`config.mk`:
```
export PLATFORM = sky130hd
export DESIGN_NAME = rexu_regfile
export DESIGN_NICKNAME = d
export VERILOG_FILES = /design/src/hdl/rexu_pkg.sv /design/src/hdl/rexu_ram.sv /design/src/hdl/rexu_regfile.sv
export SDC_FILE = /design/constraint.sdc
export NUM_CORES = 2
export LEC_CHECK = 0
export BUFFER_PORTS_ARGS = -buffer_cell sky130_fd_sc_hd__buf_2
export CORE_UTILIZATION = 45
export CTS_CLUSTER_DIAMETER = 30
export CTS_CLUSTER_SIZE = 8
export DETAILED_ROUTE_END_ITERATION = 6
export SLEW_MARGIN = 10
export SYNTH_ARGS = -nofsm -noshare
export SYNTH_HDL_FRONTEND = slang
export SYNTH_HIERARCHICAL = 1
export SYNTH_SLANG_ARGS = --single-unit
export TNS_END_PERCENT = 1
```
`constraint.sdc`:
```
create_clock -name clock -period 3.5 [get_ports clock]
set_input_delay 0.35 -clock clock [delete_from_list [all_inputs] [get_ports clock]]
set_output_delay 0.35 -clock clock [all_outputs]
set_load 0.05 [all_outputs]
```
`src/hdl/rexu_pkg.sv`:
```
package rexu_pkg;

   // Operation codes of the decoded instruction.
   typedef enum logic [4:0] {
      OP_NONE  = 5'd0,
      OP_MOV   = 5'd1,
      OP_ADD   = 5'd2,
      OP_ADDI  = 5'd3,
      OP_SUB   = 5'd4,
      OP_SUBI  = 5'd5,
      OP_AND   = 5'd6,
      OP_ANDI  = 5'd7,
      OP_OR    = 5'd8,
      OP_ORI   = 5'd9,
      OP_XOR   = 5'd10,
      OP_NOR   = 5'd11,
      OP_SLL   = 5'd12,
      OP_SRL   = 5'd13,
      OP_SRA   = 5'd14,
      OP_LW    = 5'd15,
      OP_SW    = 5'd16,
      OP_J     = 5'd17,
      OP_JR    = 5'd18,
      OP_BEQ   = 5'd19,
      OP_BNE   = 5'd20,
      OP_RET   = 5'd21,
      OP_NOP   = 5'd22,
      OP_PUSH  = 5'd23,
      OP_POP   = 5'd24,
      OP_LI    = 5'd25,
      OP_LA    = 5'd26,
      OP_JAL   = 5'd27,
      OP_JALR  = 5'd28,
      OP_MFLR  = 5'd29
   } op_type;

   localparam logic [31:0] WORD_BYTES = 32'd4;
   localparam logic [31:0] HALT_PC    = 32'hFFFF_FFFF;
   localparam logic [4:0]  REG_ZERO   = 5'd0;
   localparam logic [4:0]  REG_SP     = 5'd1;

   // One instruction as held in the execute register.
   typedef struct packed {
      op_type      op;
      logic [4:0]  ra;
      logic [4:0]  rb;
      logic [4:0]  rc;
      logic [31:0] imm;
      logic [9:0]  target;
      logic [9:0]  pc;
   } instr_type;

   // Register file write port: general entries and the stack pointer.
   typedef struct packed {
      logic        we;
      logic [4:0]  index;
      logic [31:0] value;
      logic        sp_we;
      logic [31:0] sp_value;
   } regwr_type;

   // Everything one instruction does, as worked out by the execute logic.
   typedef struct packed {
      logic [31:0] next_pc;
      logic        halted;
      logic        reg_we;
      logic [4:0]  reg_index;
      logic [31:0] reg_value;
      regwr_type   wr;
      logic        link_we;
      logic [31:0] link_value;
      logic        mem_acc;
      logic        mem_read;
      logic        mem_we;
      logic [31:0] mem_addr;
      logic [31:0] mem_value;
   } exec_type;

endpackage

```
`src/hdl/rexu_ram.sv`:
```
module rexu_ram #(
   parameter int WIDTH = 32,
   parameter int DEPTH = 32
) (
   input  logic                     clock,
   input  logic                     wr_en,
   input  logic [$clog2(DEPTH)-1:0] wr_addr,
   input  logic [WIDTH-1:0]         wr_data,
   input  logic                     rd_en,
   input  logic [$clog2(DEPTH)-1:0] rd_addr,
   output logic [WIDTH-1:0]         rd_data
);

   logic [WIDTH-1:0] mem_ff [DEPTH];
   logic [WIDTH-1:0] rd_data_ff;

   // One write port and one registered read port.
   always_ff @(posedge clock) begin
      if (wr_en) begin
         mem_ff[wr_addr] <= wr_data;
      end
      if (rd_en) begin
         rd_data_ff <= mem_ff[rd_addr];
      end
   end

   assign rd_data = rd_data_ff;

endmodule

```
`src/hdl/rexu_regfile.sv`:
```
module rexu_regfile #(
   parameter int          NUM_REGS = 32,
   parameter logic [31:0] SP_INIT  = 32'h0003_FFF0
) (
   input  logic                clock,
   input  logic                reset,
   input  logic                rd_en,
   input  logic [2:0][4:0]     rd_index,
   input  rexu_pkg::regwr_type wr,
   output logic [2:0][31:0]    rd_data,
   output logic [31:0]         sp
);
   import rexu_pkg::*;

   localparam int         AW   = $clog2(NUM_REGS);
   localparam logic [5:0] NREG = 6'(NUM_REGS);

   logic [NUM_REGS-1:0] written_ff;
   logic [31:0]         sp_ff;
   logic                last_we_ff;
   logic [4:0]          last_index_ff;
   logic [31:0]         last_value_ff;

   // Stack pointer lives in its own register; reset puts it at the stack top.
   always_ff @(posedge clock) begin
      if (reset) begin
         sp_ff <= SP_INIT;
      end else if (wr.sp_we) begin
         sp_ff <= wr.sp_value;
      end
   end

   // Entries read as zero until first written.
   always_ff @(posedge clock) begin
      if (reset) begin
         written_ff <= '0;
      end else if (wr.we) begin
         written_ff[wr.index[AW-1:0]] <= 1'b1;
      end
   end

   // Most recent write, forwarded to an instruction whose read raced it.
   always_ff @(posedge clock) begin
      if (reset) begin
         last_we_ff <= 1'b0;
      end else if (wr.we) begin
         last_we_ff <= 1'b1;
      end
   end

   always_ff @(posedge clock) begin
      if (wr.we) begin
         last_index_ff <= wr.index;
         last_value_ff <= wr.value;
      end
   end

   // Three read ports, each a copy of the array written in step.
   for (genvar p = 0; p < 3; p++) begin : g_port
      logic [4:0]  index_ff;
      logic        valid_ff;
      logic [31:0] ram_q;

      rexu_ram #(
         .WIDTH (32),
         .DEPTH (NUM_REGS)
      ) u_copy (
         .clock   (clock),
         .wr_en   (wr.we),
         .wr_addr (wr.index[AW-1:0]),
         .wr_data (wr.value),
         .rd_en   (rd_en),
         .rd_addr (rd_index[p][AW-1:0]),
         .rd_data (ram_q)
      );

      always_ff @(posedge clock) begin
         if (rd_en) begin
            index_ff <= rd_index[p];
            valid_ff <= written_ff[rd_index[p][AW-1:0]];
         end
      end

      always_comb begin
         if ({1'b0, index_ff} >= NREG) begin
            rd_data[p] = '0;
         end else if (index_ff == REG_SP) begin
            rd_data[p] = sp_ff;
         end else if (last_we_ff && (last_index_ff == index_ff)) begin
            rd_data[p] = last_value_ff;
         end else if (valid_ff) begin
            rd_data[p] = ram_q;
         end else begin
            rd_data[p] = '0;
         end
      end
   end

   assign sp = sp_ff;

endmodule

```
# == Word level (Yosys, flattened, before mapping) ==
# Memory sizes are Yosys's and may differ from the RTL's. A register that Yosys moved wholly into a read port is not among the register bits.
# Index checks and enable logic that the tools add are counted.
# word_totals
mem_count,3
mem_bits_rw,3072
reg_bits,120
# mem_list
memory,depth,word_bits,read_ports,rd_clocked_by_memory_dff,wr,line_no,text
g_port[0].u_copy.mem_ff,32,32,1,1,1,rexu_ram.sv:14,logic [WIDTH-1:0] mem_ff [DEPTH];
g_port[1].u_copy.mem_ff,32,32,1,1,1,rexu_ram.sv:14,
g_port[2].u_copy.mem_ff,32,32,1,1,1,rexu_ram.sv:14,
# op_classes
n_mux,19
magnitude_cmp,5
bitwise_logic,1
reduce_logical,4
eq_ne,6
# ops
operator,count
$mux W32,9
$or A32 B32 Y32,1
$lt A5 B6 Y1 const B,4
$bmux W1 S5,3
$eq A5 B1 Y1 const B,3
$eq A5 B5 Y1,3
$mux W1,6
$demux W1 S5,1
$ge A5 B1 Y1 const B,1
$logic_and A1 B1 Y1,4

# == Longest topological paths before layout ==
# logic_depth
depth_word,5
depth_mapped,8
mapped_depth_nobuf,5

# == Modules after synthesis ==
# The synthesis kept the hierarchy.
# modules_own_cells
mod,seq_area_each_um2,n_inst,cells_per_inst,area_each_um2
rexu_ram,31710.4,3,2260,40805.4
rexu_regfile,2952.8,1,849,7618.6

# == Worst setup path before layout ==
# No wires, ideal clock.
# synth_timing
path_kind,reg2out
startpoint,reg last_index_ff[2]
endpoint,out rd_data[0] (netlist bit)
setup_slack_ns,0.673
t_arrival_ns,2.477
stages_incl_launch_ff,7
required_time_ns,3.150
path_cell_list,edfxtp_1 > xor2_1 > nor4_2 > nand3_2 > buf_6 > mux2i_1 > o21ai_0
# synth_lines
item,line_no,text
from (decl),rexu_regfile.sv:21,logic [4:0] last_index_ff;
from (signal assigned),rexu_regfile.sv:53,last_index_ff <= wr.index;
to (decl),rexu_regfile.sv:10,"output logic [2:0][31:0] rd_data,"

==> summary.md <==
| Metric | Value |
|---|---|
| Status | `finished, violations left` |
| Failing checks | `negative setup slack` |
| Non-filler cells, final | `12,800` |
| Max-slew headroom | `14.5%` |
| Synthesized area per cell | `17.0 um2` |
| Asr flop ratio synth | `0%` |
| Core ar. | `286,000 um2` |
| Placed cell area | `139,000 um2` |
| Ports | `217` |
| DR WL/cell | `roughly 30 um` |
| Antenna viol nets, final | `0` |
| Die width | `around 540 um` |
| Synth Net Count | `between 7,000 and 8,000` |
| Max-slew violations | `0` |
| Ratio of cells with drive above 1 in the final layout | `19.6%` |
| VDD IR max | `between 0.4 and 0.5 mV` |
| Pre-CTS setup slack | `0.365 ns` |
| Total GRT Usage | `26.1%` |
| Clk buf depth | `4` |
| Fin crit share | `102%` |
| CTS tree | `done` |
| Area leader, netlist | `edfxtp_1` |
| First-pass GRT wire length | `546,000 um` |
| Critical Path End Type | `output pin` |
| Pwr Density | `675 nW/um2` |
| Initial DRC Count | `a little over 9,000` |
| Synth top area share | `74.4%` |
| Largest net degree at the start of global routing | `around 110` |
| Max Clock Freq | `280 MHz` |
| Clk_skew | `slightly below 0.07 ns` |
| Area contributors post-synth | `edfxtp_1 (74%), mux2i_1 (13%), a22oi_1 (1.7%), a22o_1 (1.3%), a21oi_1 (1.3%)` |
| Crit-path max FO | `13` |
| Clock transition at path regs | `0.04 ns` |
| Leakage | `58.4 nW` |
| Slowest CP cell | `edfxtp_1` |
| Final setup viols | `11` |
| Vias in the first global route | `about 75,000` |
| CP Capture Point | `rd_data[20]` |
| Cts bufs inserted | `634` |
| CTS root buffer | `clkbuf_16` |
| Die height | `540 um` |
| CP Launch Point | `last_index_ff[0]$_DFFE_PP_` |
| Fillers | `approximately 22,000` |
| R2R cell count | `6` |
| I/O Buffers | `216` |
| Main synth FF type | `edfxtp_1` |
| Flop2flop setup slack | `1.51 ns` |
| Fin nets | `~8,700` |
| Area occupied by multi-input gates | `between 30,000 and 40,000 um2` |
| Area Overhead vs Synth | `24.4%` |
| Final wirelength | `390,000 um` |
| Worst endpoint required time | `3.15 ns` |
| Final Cell Area | `162,000 um2` |
| Worst EP arrival | `3.22 ns` |
| Clk_lat worst skew | `1.01 ns` |
| Largest stage delay on the critical path | `0.45 ns` |
| CTS Sinks | `approximately 3,300` |
| Most frequent CP cell | `buf_6` |
| Rows | `196` |
| DR vias/cell | `5.87` |
| Final WS setup | `-0.0716 ns` |
| RR Startpoint | `g_port[1].u_copy/mem_ff[3][18]$_DFFE_PP_` |
| Antenna violations before repair | `45` |
| Most common cell in the synthesized netlist | `edfxtp_1` |
| Synth Register Bits | `3,288` |
| RR Endpoint | `g_port[1].u_copy/rd_data[18]$_DFFE_PP_` |
| Final hold vios | `0` |
| Post-Syn Area | `roughly 130,000 um2` |
| Worst hold path type | `in2reg` |
| GRT overflow | `0` |
| Worst setup SP type | `flop` |
| Drc violations | `0` |
| Final GP Congestion | `0.899` |
| Vias | `75,300` |
| Cell count of the worst hold path | `1` |
| EDFF count, synth | `3,223` |
| WS Path Type | `reg2out` |
| Starting Density | `a little under half` |
| Htree depth | `6` |
| Drt pass-1 iters | `6` |
| Worst Tran Pin Value | `between 1 and 1.5 ns` |
| Inst Count DP | `11,600` |
| Die area | `~290,000 um2` |
| Total area of sequential cells | `98,100 um2` |
| HPWL after DPL | `225,000 um` |
| Ys Warns | `6` |
| Critical path, cell by cell | `xor2_1 -> nor4_2 -> nand3_2 -> buf_6 -> mux2i_1 -> o21ai_2 -> buf_6` |
| Synth cell types | `39` |
| Tmin final | `3.57 ns` |
| Post-synthesis cell count | `7,629` |
| RSZ-0062 raised after global routing | `yes` |
| Register area share after synthesis | `75.4%` |
| Max cap viols | `0` |
| Most instantiated cells after synthesis | `edfxtp_1 (3,223), mux2i_1 (1,698), nand2_1 (410)` |
==> state kept, by name (all words and copies together), names as in the netlist <==
signal / cells
g_port.u_copy/mem_ff: 3072
g_port.u_copy/rd_data: 96
last_value_ff: 32
sp: 32
written_ff: 32
g_port.index_ff: 15
last_index_ff: 5
g_port.valid_ff: 3
last_we_ff: 1
==> worst min path at each step <==
stage,from,endpoint
finish,wr[39],g_port[0].u_copy/mem_ff[20][6]$_DFFE_PP_
global route,wr[50],g_port[1].u_copy/mem_ff[14][17]$_DFFE_PP_
CTS,wr[39],g_port[0].u_copy/mem_ff[20][6]$_DFFE_PP_
detailed placement,written_ff[5]$_SDFFE_PP0P_,written_ff[5]$_SDFFE_PP0P_
global placement,written_ff[20]$_SDFFE_PP0P_,written_ff[20]$_SDFFE_PP0P_
floorplan,rd_index[0],g_port[0].index_ff[0]$_DFFE_PP_
==> repair_timing <==
action / in CTS / in global routing
cloned: 0 / 4
buffers inserted: 8 / 5
setup endpoints to repair: 95 / 88
hold buffers: 77 / 0
resized for setup: 96 / 129
pin swaps: 7 / 11
endpoints found under the hold margin: 425 / 0
==> where the power goes <==
| group | leakage, nW | internal [mW] | total, mW | switching (mW) |
|---|---|---|---|---|
| registers | 29.7 | 44.1 | 44.6 | 0.559 |
| logic | 18.6 | 1.98 | 6.04 | 4.06 |
| clock network | 10.1 | 38.5 | 58.5 | 20.0 |
==> cell usage in the layout, fill, tap and decap left out, types with 15 or more instances in the layout <==
cell type,synthesis,routed
clkinv_2,0,111
nor2_4,0,99
a22o_1,192,192
a31oi_1,96,96
diode_2,0,18
buf_12,0,151
clkbuf_1,173,90
clkbuf_16,0,642
clkinv_4,0,16
nand3_1,300,300
a21oi_1,329,329
dlygate4sd3_1,0,77
nor2b_1,23,20
buf_4,102,377
mux2i_1,1698,1675
bufinv_16,0,69
clkinvlp_4,0,37
o21ai_0,65,22
dfxtp_1,65,65
and2_1,103,99
a22oi_1,300,300
o21ai_2,0,27
nor2_1,159,60
nand3b_1,15,15
clkinv_1,0,108
edfxtp_1,3223,3223
nand2_1,410,410
buf_6,54,29
o21ai_1,31,47
buf_2,85,92
clkinv_16,0,17
nor3_1,97,97
==> cell type report <==
class                           instances  area share, %
Multi-Input combinational cell       3904           18.9
Timing Repair Buffer                  740           4.69
Antenna cell                           18         0.0278
Tap cell                             3762           2.91
Clock inverter                        393           2.78
Clock buffer                          732           10.1
Sequential cell                      3288           60.6
==> metrics by stage <==
stage	TNS [ns]	hold slack, ns	total power, mW	util (%)
6_report	-0.331	0.0291	109	56.5
5_1_grt	-2.46	0.0289	112	56.5
4_1_cts	-0.832	0.000388	110	56.4
3_5_place_dp	0	0.511	51.1	48.7
3_3_place_gp	0	0.496	51.0	48.7
2_1_floorplan	0	0.449	47.9	-
==> worst max-delay path, delay by kind of cell, from the launching register on <==
kind	cells	cell delay, ns
AND/OR/NAND/NOR	2	0.50
buffers and inverters	2	0.46
AO/OA/AOI/OAI	1	0.40
multiplexers	1	0.18
flip-flops	1	0.45
XOR/XNOR	1	0.21
==> cell families after synthesis <==
family / share of synthesized area [%]
flip-flops: 75.4
multiplexers: 13.1
AND/OR/NAND/NOR: 4.17
AO/OA/AOI/OAI: 5.26
buffers and inverters: 1.97
XOR/XNOR: 0.101
==> layer usage <==
layer	share of wire [%]	up-vias	global-route usage, %
li1	-	32200	-
met1	40	38800	34.6
met2	48	3612	42.4
met3	8.9	737	5.23
met4	4.1	4	10.2
met5	0.0087	-	0
Note: power is estimated with default switching activity, not from simulation.
