===== config.mk =====
export PLATFORM = sky130hd
export DESIGN_NAME = rexu_ram
export DESIGN_NICKNAME = d
export VERILOG_FILES = /design/src/hdl/rexu_ram.sv
export SDC_FILE = /design/constraint.sdc
export NUM_CORES = 1
export LEC_CHECK = 0
export BUFFER_PORTS_ARGS = -buffer_cell sky130_fd_sc_hd__buf_2
export CAP_MARGIN = 0
export CORE_ASPECT_RATIO = 0.5
export CORE_MARGIN = 1.5
export CORE_UTILIZATION = 55
export CTS_CLUSTER_SIZE = 40
export DETAILED_ROUTE_END_ITERATION = 16
export PLACE_DENSITY = 0.68
export SKIP_CTS_REPAIR_TIMING = 1
export SYNTH_ARGS = -nofsm -noshare
export SYNTH_HDL_FRONTEND = slang
export SYNTH_SLANG_ARGS = --single-unit

===== constraint.sdc =====
create_clock -name clock -period 3.95 [get_ports clock]
set_input_delay 0.79 -clock clock [delete_from_list [all_inputs] [get_ports clock]]
set_output_delay 0.79 -clock clock [all_outputs]
set_load 0.05 [all_outputs]

===== src/hdl/rexu_ram.sv =====
module rexu_ram #(
   parameter int WIDTH = 32,
   parameter int DEPTH = 32
) (
   input  logic                     clock,
   input  logic                     wr_en,
   input  logic [$clog2(DEPTH)-1:0] wr_addr,
   input  logic [WIDTH-1:0]         wr_data,
   input  logic                     rd_en,
   input  logic [$clog2(DEPTH)-1:0] rd_addr,
   output logic [WIDTH-1:0]         rd_data
);

   logic [WIDTH-1:0] mem_ff [DEPTH];
   logic [WIDTH-1:0] rd_data_ff;

   // One write port and one registered read port.
   always_ff @(posedge clock) begin
      if (wr_en) begin
         mem_ff[wr_addr] <= wr_data;
      end
      if (rd_en) begin
         rd_data_ff <= mem_ff[rd_addr];
      end
   end

   assign rd_data = rd_data_ff;

endmodule


**Yosys cells after proc, flatten, opt, wreduce, memory -nomap -nowiden**

Memory sizes are Yosys's and may differ from the RTL's. A register that Yosys moved wholly into a read port is not among the register bits.
Index checks and enable logic that the tools add are counted.
Widths: inputs -> output; s select.

- Input port bits: 45
- Memories kept: 1
- Flip-flop bits (word level): 0
- Output and inout bits: 32
- RAM bits: 1,024
- Logic and storage cells: 3

Memory list:

| name | words | width | rd ports | clocked after memory_dff | write ports | RTL line | RTL |
|---|---|---|---|---|---|---|---|
| mem_ff | 32 | 32 | 1 | 1 | 1 | 14 | `logic [WIDTH-1:0] mem_ff [DEPTH];` |

- Mux-type cells: 2

Operators by type and width:

| cell | count |
|---|---|
| $mux 1 | 2 |

**Logic depth before layout (Yosys ltp)**

Gate-level depths: netlist (run 1).

- Depth in word-level cells: 2
- Depth in mapped cells: 8
- Mapped depth without buffers: 5

**Least setup slack after synthesis (run 1)**

Ideal clock, no wire load.

- Path type: input port to flip-flop
- Start: input port wr_addr[1]
- End: memory mem_ff[12][0], enable pin
- Library setup time: 0.421 ns
- Setup slack: 0.726 ns
- Required time: 3.529 ns
- Data arrival time: 2.803 ns
- Stages: 3
- Path through: or3b_2 clkbuf_1 nor2_1

RTL lines:

| what | RTL line | RTL |
|---|---|---|
| from (decl) | 7 | `input logic [$clog2(DEPTH)-1:0] wr_addr,` |
| to (decl) | 14 |  |

No word-level cell before the write port.

==> metrics.md, run 1 <==
| Metric | Value |
|---|---|
| Status | completed |
| DRC viols | 0 |
| Core area | 0.0732 mm2 |
| HPWL reported at the end of detailed placement | 55000 um |
| Hold Crit Class | input port to register |
| Critical path class | input port to register |
| CP cell instances | buf_8 > buf_12 > buf_4 > mux2i_1 > a22oi_1 > a31oi_1 > nand3_1 |
| Synthesis warning total | 0 |
| Initial antenna violation count | 2 |
| Asr flop ratio synth | 0% |
| Initial Utilization | 55.7% |
| Slowest-stage cell, CP | a31oi_1 |
| Root Driver | clkbuf_16 |
| RSZ-0062 raised after global routing | no |
| First-pass GRT wire length | 139000 um |
| Nets | 2437 |
| Top cell type by total area after synthesis | edfxtp_1 |
| Syn nets | 2305 |
| Xor and xnor fraction of the mapped netlist area | 0% |
| Die Area | 0.0759 mm2 |
| Non-Filler Instances | 3428 |
| CP max stage delay | 0.40 ns |
| Worst hold slack | 0.634 ns |
| Clock Skew | 0.0220 ns |
| Final hold vios | 0 |
| PwrDens | 491 mW/mm2 |
| Cells after DPL | 3274 |
| Final setup viols | 0 |
| Largest net degree at the start of global routing | 72 |
| Slew @ Worst Pin | 1.08 ns |
| Grt total ovfl | 0 |
| CP required | 4.29 ns |
| Startpoint types | input port |
| Placer Congestion | 0.768 |
| CP endpoint kind | register |
| ANT nets after route | 0 |
| Main combinational cell family by area after synthesis | multiplexers |
| Num CTS Buffers | 88 |
| Pwr Total | 0.0225 W |
| Total track usage | 25.2% |
| Longest Clk Path Bufs | 3 |
| DR vias | 21200 |
| WL met1 | 41400 um |
| Distinct cells, synth | 24 |
| Post-synth top flop | edfxtp_1 |
| Metal3 WL | 6400 um |
| Number of global-route vias before repair | 20800 |
| Adder-Cell Fraction of Synth Area | 0% |
| Fin crit share | 60.4% |
| Slew Limit Fails | 0 |
| Mapped Area | 0.0408 mm2 |
| Share of the synthesized area in the top cell type | 77.7% |
| Synth-to-Final Area Change | 12.2% |
| Peak supply drop | 0.000297 V |
| Fmax | 419 MHz |
| Setup_tns | 0 ns |
| Worst slew margin | 27.7% |
| Max H-tree Level | 3 |
| Min Clock Period, post-route | 2.39 ns |
| MaxCap Viol Count | 0 |
| Clk Latency, worst-skew pair | 0.66 ns |
| Critical-path maximum fanout | 39 |
| Via density | 6.20 |
| Arr. time, crit path | 2.73 ns |
| Avg Cell Area, Syn | 18.1 um2 |
| Die height | 196 um |
| Post-synth EDFFs | 1056 |
| I/O Buffers | 76 |
| Wire per inst | 27.8 um |
| Post-synthesis mux area share | 12.6% |
| Synth Register Bits | 1056 |
| Static Leakage | 15.9 nW |
| Post-Syn Instances | 2260 |
| Commonest cells post-synth | edfxtp_1, mux2i_1, nand2_1, nand3_1 |
| WL final | 95200 um |
| CTS tree | built |
| Synth Area in Simple Gates | 3.08% |
| Post-synthesis compound-gate area fraction | 4.81% |
| Drt initial violations | 2314 |
| Antenna cells | 0 |
| DIE WIDTH | 388 um |
| Sequential-to-total area share from yosys stat | 77.7% |
| Met2 Wirelength | 44800 um |
| Clock slew at reported path FFs | 0.07 ns |
| Row cnt | 70 |
| Sink Count | 1056 |
| # IOs | 77 |
| Top layer reached by signal wires | met4 |
| Share of cells above drive strength 1 | 13.2% |
| Area contributors post-synth | edfxtp_1, mux2i_1, a22oi_1, a22o_1, nand3_1 |
| Finished Core Util | 62.5% |
| TritonRoute pass-1 iters | 5 |
| Most common cell in the netlist | edfxtp_1 |
## routing by layer
metal,global-route usage [%],vias to the layer above
met2,39.7,822
met4,7.60,0
met3,4.14,151
met1,36.5,11000
met5,0,-
li1,-,9263
## power by group
part	switching (W)	leakage (nW)	internal, W	total [W]
registers	0.0000616	9.54	0.0125	0.0126
clock network	0.00381	1.37	0.00482	0.00862
logic	0.000890	4.97	0.000391	0.00128
total	0.00476	15.9	0.0177	0.0225
## worst max-delay path, delay by kind of cell
kind,cells,cell delay [ns]
AO/OA/AOI/OAI,2,0.50
buffers and inverters,3,0.93
multiplexers,1,0.26
AND/OR/NAND/NOR,1,0.23
## kinds of logic (layout without fill, tap and decap cells)
logic type / count (synthesis) / in the layout
DFF: 1056 / 1056
muxes: 512 / 512
AOI/OAI and AO/OA: 288 / 288
and+or+nand+nor: 277 / 277
buffers and inverters: 127 / 323
## cell usage in the layout, fill, tap and decap left out, drive strengths merged, types with 34 or more instances in the layout
cell type  Yosys  layout
edfxtp      1056    1056
nand2         98      98
clkinv         0      36
buf           79     169
a22oi         96      96
nor2          34      34
a22o          64      64
a21oi         96      96
nand3         98      98
mux2i        512     512
clkbuf        48     108
## registers in the layout (all words and copies together), names as in the netlist
signal   flops
rd_data     32
mem_ff    1024
## layout make-up
class,count,area [um2]
timing repair buffer,169,1450
clock inverter,46,439
fill,5081,27400
tap,972,1220
clock buffer,108,2360
sequential,1056,31700
multi-input combinational,1077,8610
## path summary, 6_finish.rpt
check	startpoint	end	slack, ns	depth (start not counted)
worst min-delay path	wr_data[17]	mem_ff[5][17]	0.63	1
worst min register to register	mem_ff[10][25]	rd_data[25]	0.69	4
worst max register to register	mem_ff[2][2]	rd_data[2]	2.30	5
worst max-delay path	rd_addr[0]	rd_data[2]	1.56	7
## per-stage QoR
| stage | worst slack, ns | instance area [um2] |
|---|---|---|
| 6_report | 1.56 | 45800 |
| 5_1_grt | 1.54 | 45800 |
| 4_1_cts | 1.59 | 45800 |
| 3_5_place_dp | 0.965 | 43000 |
| 3_3_place_gp | 0.954 | 43000 |
| 2_1_floorplan | 0.726 | 40800 |
Note: power is estimated with default switching activity, not from simulation.
==> inputs of run 2 (changes only) <==
Clock period 3.95 ns to 2.2 ns, I/O delays scaled along.
==> metrics.md, run 2 (synthesis gave the netlist of run 1 again) <==
| Metric | Value |
|---|---|
| Critical path class | register to primary output (was input port to register) |
| Top cell family by delay on the critical path | flip-flops (was buffers and inverters) |
| Final setup viols | 0 (unchanged) |
| CP max stage delay | 0.58 ns (was 0.40 ns) |
| Clock Skew | 0.0128 ns (was 0.0220 ns) |
| Reg2Reg Setup Slack | 0.60 ns (was 2.30 ns) |
| Fmax | 498 MHz |
| CP cell instances | buf_2 (was buf_8 > buf_12 > buf_4 > mux2i_1 > a22oi_1 > a31oi_1 > nand3_1) |
| Static Leakage | 16.5 nW (was 15.9 nW) |
| Initial antenna violation count | 4 (was 2) |
| Total track usage | 26.0% (was 25.2%) |
| Die height | 196 um (unchanged) |
| Root Driver | clkbuf_16 (unchanged) |
| Worst slew margin | 63.6% (was 27.7%) |
| Setup_tns | 0 ns (unchanged) |
| Peak supply drop | 0.000592 V (was 0.000297 V) |
| RSZ-0062 raised after global routing | no (unchanged) |
| Row cnt | 70 (unchanged) |
| Hold depth | 1 (unchanged) |
| Via density | 6.16 (was 6.20) |
| Max reg flops | 1024 (unchanged) |
| Min Clock Period, post-route | 2.01 ns |
| DRC viols | 0 (unchanged) |
| Clk Latency, worst-skew pair | 0.65 ns (was 0.66 ns) |
| Nets | 2526 (was 2437) |
| Largest net degree at the start of global routing | 34 (was 72) |
| TritonRoute pass-1 iters | 6 (was 5) |
| Fin crit share | 91.2% |
| Synth-to-Final Area Change | 15.7% (was 12.2%) |
| Worst Hold End | mem_ff[23][19] (was mem_ff[5][17]) |
| Wire per inst | 27.9 um (was 27.8 um) |
| Die Area | 0.0759 mm2 (unchanged) |
| Longest Clk Path Bufs | 3 (unchanged) |
| Core area | 0.0732 mm2 (unchanged) |
| Max H-tree Level | 3 (unchanged) |
| Pwr Total | 0.0404 W (was 0.0225 W) |
| Num CTS Buffers | 90 (was 88) |
| CTS tree | built (unchanged) |
| DR vias | 21700 (was 21200) |
| Clock slew at reported path FFs | 0.07 ns (about the same) |
| Worst r2r dst | rd_data[12] (was rd_data[2]) |
| Hold Crit Class | input port to register (unchanged) |
| Critical-path maximum fanout | 1 (was 39) |
| Status | completed (unchanged) |
| WL final | 98300 um (was 95200 um) |
| Reg-to-reg startpoint | mem_ff[1][12] (was mem_ff[2][2]) |
| First-pass GRT wire length | 143000 um (was 139000 um) |
| Fillers | 4939 (was 5081) |
| Worst Reg2Reg Path Length in Cells | 5 (unchanged) |
| HPWL reported at the end of detailed placement | 57100 um (was 55000 um) |
| MaxCap Viol Count | 0 (unchanged) |
| Sink Count | 1056 (unchanged) |
| CP endpoint kind | primary output (was register) |
| Highest-count cells in the layout ignoring fill and taps | edfxtp_1, mux2i_1, nand3_1, nand2_1 (unchanged) |
| Final hold vios | 0 (unchanged) |
| Initial Utilization | 55.7% (unchanged) |
| Slew Limit Fails | 0 (unchanged) |
| CP required | 1.76 ns (was 4.29 ns) |
| PwrDens | 857 mW/mm2 (was 491 mW/mm2) |
| Bufs and invs on worst path | 1 (was 3) |
| Commonest non-fill, non-tap cell in the layout | edfxtp_1 (unchanged) |
| I/O Buffers | 76 (unchanged) |
| Arr. time, crit path | 1.57 ns (was 2.73 ns) |
| Number of global-route vias before repair | 21300 (was 20800) |
| Drt initial violations | 2371 (was 2314) |
| # IOs | 77 (unchanged) |
| ANT nets after route | 0 (unchanged) |
| Min-delay src | wr_data[19] (was wr_data[17]) |
| Slowest-stage cell, CP | edfxtp_1 (was a31oi_1) |
| Reg with most FFs | mem_ff (unchanged) |
| Grt total ovfl | 0 (unchanged) |
| DIE WIDTH | 388 um (unchanged) |
| Slew @ Worst Pin | 0.547 ns (was 1.08 ns) |
| Placer Congestion | 0.796 (was 0.768) |
| Startpoint types | register (was input port) |
| Share of cells above drive strength 1 | 16.6% (was 13.2%) |
[run 2: metal layers]
layer	vias to the layer above	GRT usage (%)	wire (um)
met1	11300	39.7	44600
met5	-	0	13
li1	9464	-	-
met4	2	7.06	2390
met2	779	39.8	45000
met3	143	3.50	6350
[run 2: per-stage QoR]
stage / cell area, um2 / hold slack [ns] / instances / worst slack, ns / util, %
after detailed placement: 44400 / 0.659 / 3361 / -0.0728 / 60.6
after global placement: 44400 / 0.649 / 3361 / -0.0416 / 60.6
after floorplan: 40900 / 0.539 / 2260 / -0.470 / -
final: 47200 / 0.270 / 3526 / 0.194 / 64.5
after CTS: 47200 / 0.239 / 3525 / 0.174 / 64.4
after global routing: 47200 / 0.282 / 3526 / 0.152 / 64.5
[run 2: where the power goes]
part	total, W	switching (W)	internal, W
Sequential	0.0225	0.0000943	0.0224
Clock	0.0154	0.00696	0.00849
Combinational	0.00246	0.00160	0.000858
[run 2: cell type report]
| cell class | count | area (um2) | share of cell area (%) |
|---|---|---|---|
| Antenna cell | 1 | 2.50 | 0.00530 |
| Clock buffer | 109 | 2370 | 5.01 |
| Clock inverter | 55 | 445 | 0.944 |
| Multi-Input combinational cell | 1077 | 8610 | 18.2 |
| Sequential cell | 1056 | 31700 | 67.2 |
| Tap cell | 972 | 1220 | 2.58 |
| Timing Repair Buffer | 256 | 2840 | 6.02 |
[run 2: how the worst max path moves through the flow]
stage                startpoint      endpoint  slack [ns]  cells past startpoint
floorplan            wr_addr[3]  mem_ff[1][0]       -0.47                      2
global placement     rd_addr[2]   rd_data[25]       -0.04                      8
detailed placement   rd_addr[2]   rd_data[25]       -0.07                      8
CTS                 rd_data[11]   rd_data[11]        0.17                      1
global route        rd_data[11]   rd_data[11]        0.15                      1
finish              rd_data[11]   rd_data[11]        0.19                      1
==> inputs of run 3 (changes only) <==
Settings changed: REMOVE_ABC_BUFFERS from default to 1.
==> metrics.md, run 3 (synthesis gave the netlist of run 1 again) <==
| Metric | Value |
|---|---|
| Status | completed (unchanged) |
| Wire per inst | 27.9 um (about the same) |
| First-pass GRT wire length | 143000 um (about the same) |
| Die height | 196 um (unchanged) |
| Highest-count cells in the layout ignoring fill and taps | edfxtp_1, mux2i_1, buf_4, nand3_1, nand2_1 (was edfxtp_1, mux2i_1, nand3_1, nand2_1) |
| Reg-to-reg startpoint | mem_ff[6][5] (was mem_ff[1][12]) |
| Critical path class | register to primary output (unchanged) |
| Fin crit share | 83.9% (was 91.2%) |
| Placer Congestion | 0.809 (was 0.796) |
| Final hold vios | 0 (unchanged) |
| Static Leakage | 16.6 nW (was 16.5 nW) |
| Worst slew margin | 57.8% (was 63.6%) |
| HPWL reported at the end of detailed placement | 58900 um (was 57100 um) |
| Root Driver | clkbuf_16 (unchanged) |
| DIE WIDTH | 388 um (unchanged) |
| CP max stage delay | 0.45 ns (was 0.58 ns) |
| Drt initial violations | 2638 (was 2371) |
| Slowest-stage cell, CP | edfxtp_1 (unchanged) |
| CP endpoint kind | primary output (unchanged) |
| Row cnt | 70 (unchanged) |
| Final instance area | 0.0473 mm2 (was 0.0472 mm2) |
| Number of global-route vias before repair | 21300 (about the same) |
| MaxCap Viol Count | 0 (unchanged) |
| Non-Filler Instances | 3536 (was 3526) |
| Min Clock Period, post-route | 1.84 ns (was 2.01 ns) |
| Nets | 2534 (was 2526) |
| Dpl cell area | 0.0444 mm2 (about the same) |
| Longest Clk Path Bufs | 3 (unchanged) |
| RSZ-0062 raised after global routing | no (unchanged) |
| Initial antenna violation count | 2 (was 4) |
| PwrDens | 866 mW/mm2 (was 857 mW/mm2) |
| Stages on the worst setup path | 1 (unchanged) |
| Top cell family by delay on the critical path | flip-flops (unchanged) |
| CP cell instances | buf_2 (unchanged) |
| WL final | 98800 um (was 98300 um) |
| Slew Limit Fails | 0 (unchanged) |
| Critical-path maximum fanout | 1 (unchanged) |
| Hold depth | 1 (unchanged) |
| Arr. time, crit path | 1.40 ns (was 1.57 ns) |
| Commonest non-fill, non-tap cell in the layout | edfxtp_1 (unchanged) |
| CP required | 1.76 ns (about the same) |
| Peak supply drop | 0.000537 V (was 0.000592 V) |
| I/O Buffers | 76 (unchanged) |
| # IOs | 77 (unchanged) |
| Startpoint types | register (unchanged) |
| Clock slew at reported path FFs | 0.07 ns (about the same) |
| Clock Skew | 0.0155 ns (was 0.0128 ns) |
| Worst setup endpoint | rd_data[18] (was rd_data[11]) |
| Final setup viols | 0 (unchanged) |
| Max reg flops | 1024 (unchanged) |
| Fmax | 542 MHz (was 498 MHz) |
| Reg with most FFs | mem_ff (unchanged) |
| Setup crit start | rd_data[18] (was rd_data[11]) |
| Slew @ Worst Pin | 0.633 ns (was 0.547 ns) |
| Synth-to-Final Area Change | 15.9% (was 15.7%) |
| ANT nets after route | 0 (unchanged) |
| Reg2Reg Setup Slack | 0.74 ns (was 0.60 ns) |
| TritonRoute pass-1 iters | 5 (was 6) |
| Hold Crit Class | input port to register (unchanged) |
| DR vias | 22000 (was 21700) |
| Initial Utilization | 55.7% (unchanged) |
| Via density | 6.21 (was 6.16) |
| Share of cells above drive strength 1 | 17.1% (was 16.6%) |
| CTS tree | built (unchanged) |
| Bufs and invs on worst path | 1 (unchanged) |
| Total track usage | 26.1% (was 26.0%) |
| Grt total ovfl | 0 (unchanged) |
| Worst r2r dst | rd_data[5] (was rd_data[12]) |
| Finished Core Util | 64.6% (was 64.5%) |
| Max H-tree Level | 3 (unchanged) |
| Pwr Total | 0.0410 W (was 0.0404 W) |
| Core area | 0.0732 mm2 (unchanged) |
| Cells after DPL | 3369 (was 3361) |
| Worst Reg2Reg Path Length in Cells | 6 (was 5) |
| Largest net degree at the start of global routing | 49 (was 34) |
| Num CTS Buffers | 90 (unchanged) |
| DRC viols | 0 (unchanged) |
| Clk Latency, worst-skew pair | 0.66 ns (was 0.65 ns) |
| Die Area | 0.0759 mm2 (unchanged) |
| Sink Count | 1056 (unchanged) |
-- run 3: cell count changes in the layout (fill, tap and decap cells not counted), sizes merged --
cell,change
clkinv,-2
clkinvlp,+1
inv,-1
buf,+8
bufinv,+2
clkbuf,+2
-- run 3: cell type report --
cell class,count,area (um2)
Antenna cell,1,2.50
Clock buffer,111,2440
Clock inverter,55,493
Fill cell,4959,25900
Multi-Input combinational cell,1077,8610
Sequential cell,1056,31700
Tap cell,972,1220
Timing Repair Buffer,264,2840
-- run 3: metal layers --
layer / vias to the layer above / part of all wire, % / wire [um] / global-route usage (%)
met4: 0 / 1.9 / 1840 / 6.16
met1: 11400 / 45 / 44000 / 40.6
li1: 9471 / - / - / -
met3: 136 / 8.4 / 8280 / 4.12
met2: 976 / 45 / 44600 / 39.0
met5: - / 0 / 0 / 0
-- run 3: worst reg2reg max path, delay by kind of cell, from the launching register on --
| kind | cells | cell delay, ns |
|---|---|---|
| buffers and inverters | 1 | 0.17 |
| AOI/OAI and AO/OA | 2 | 0.37 |
| DFF | 1 | 0.37 |
| and+or+nand+nor | 2 | 0.15 |
| muxes | 1 | 0.16 |
-- run 3: power breakdown --
group          internal, W  total, W  leakage, nW  switching (W)
Clock              0.00893    0.0160         1.45        0.00704
Combinational     0.000852   0.00246         5.64        0.00160
Sequential          0.0224    0.0225         9.54      0.0000877
-- run 3: through the flow --
step	hold slack (ns)	setup TNS (ns)	setup slack [ns]
floorplan	0.539	-559.53	-3.36
global placement	0.656	-0.0742	-0.0742
detailed placement	0.663	-0.0701	-0.0689
CTS	0.216	0	0.331
global route	0.265	0	0.309
finish	0.255	0	0.355
-- run 3: how the worst min path moves through the flow --
stage / start / slack [ns] / endpoint
CTS: wr_data[21] / 0.22 / mem_ff[23][21]
finish: wr_data[21] / 0.26 / mem_ff[23][21]
global route: wr_data[2] / 0.26 / mem_ff[1][2]
global placement: mem_ff[26][2] / 0.66 / rd_data[2]
floorplan: wr_data[0] / 0.54 / mem_ff[0][0]
detailed placement: mem_ff[16][0] / 0.66 / rd_data[0]
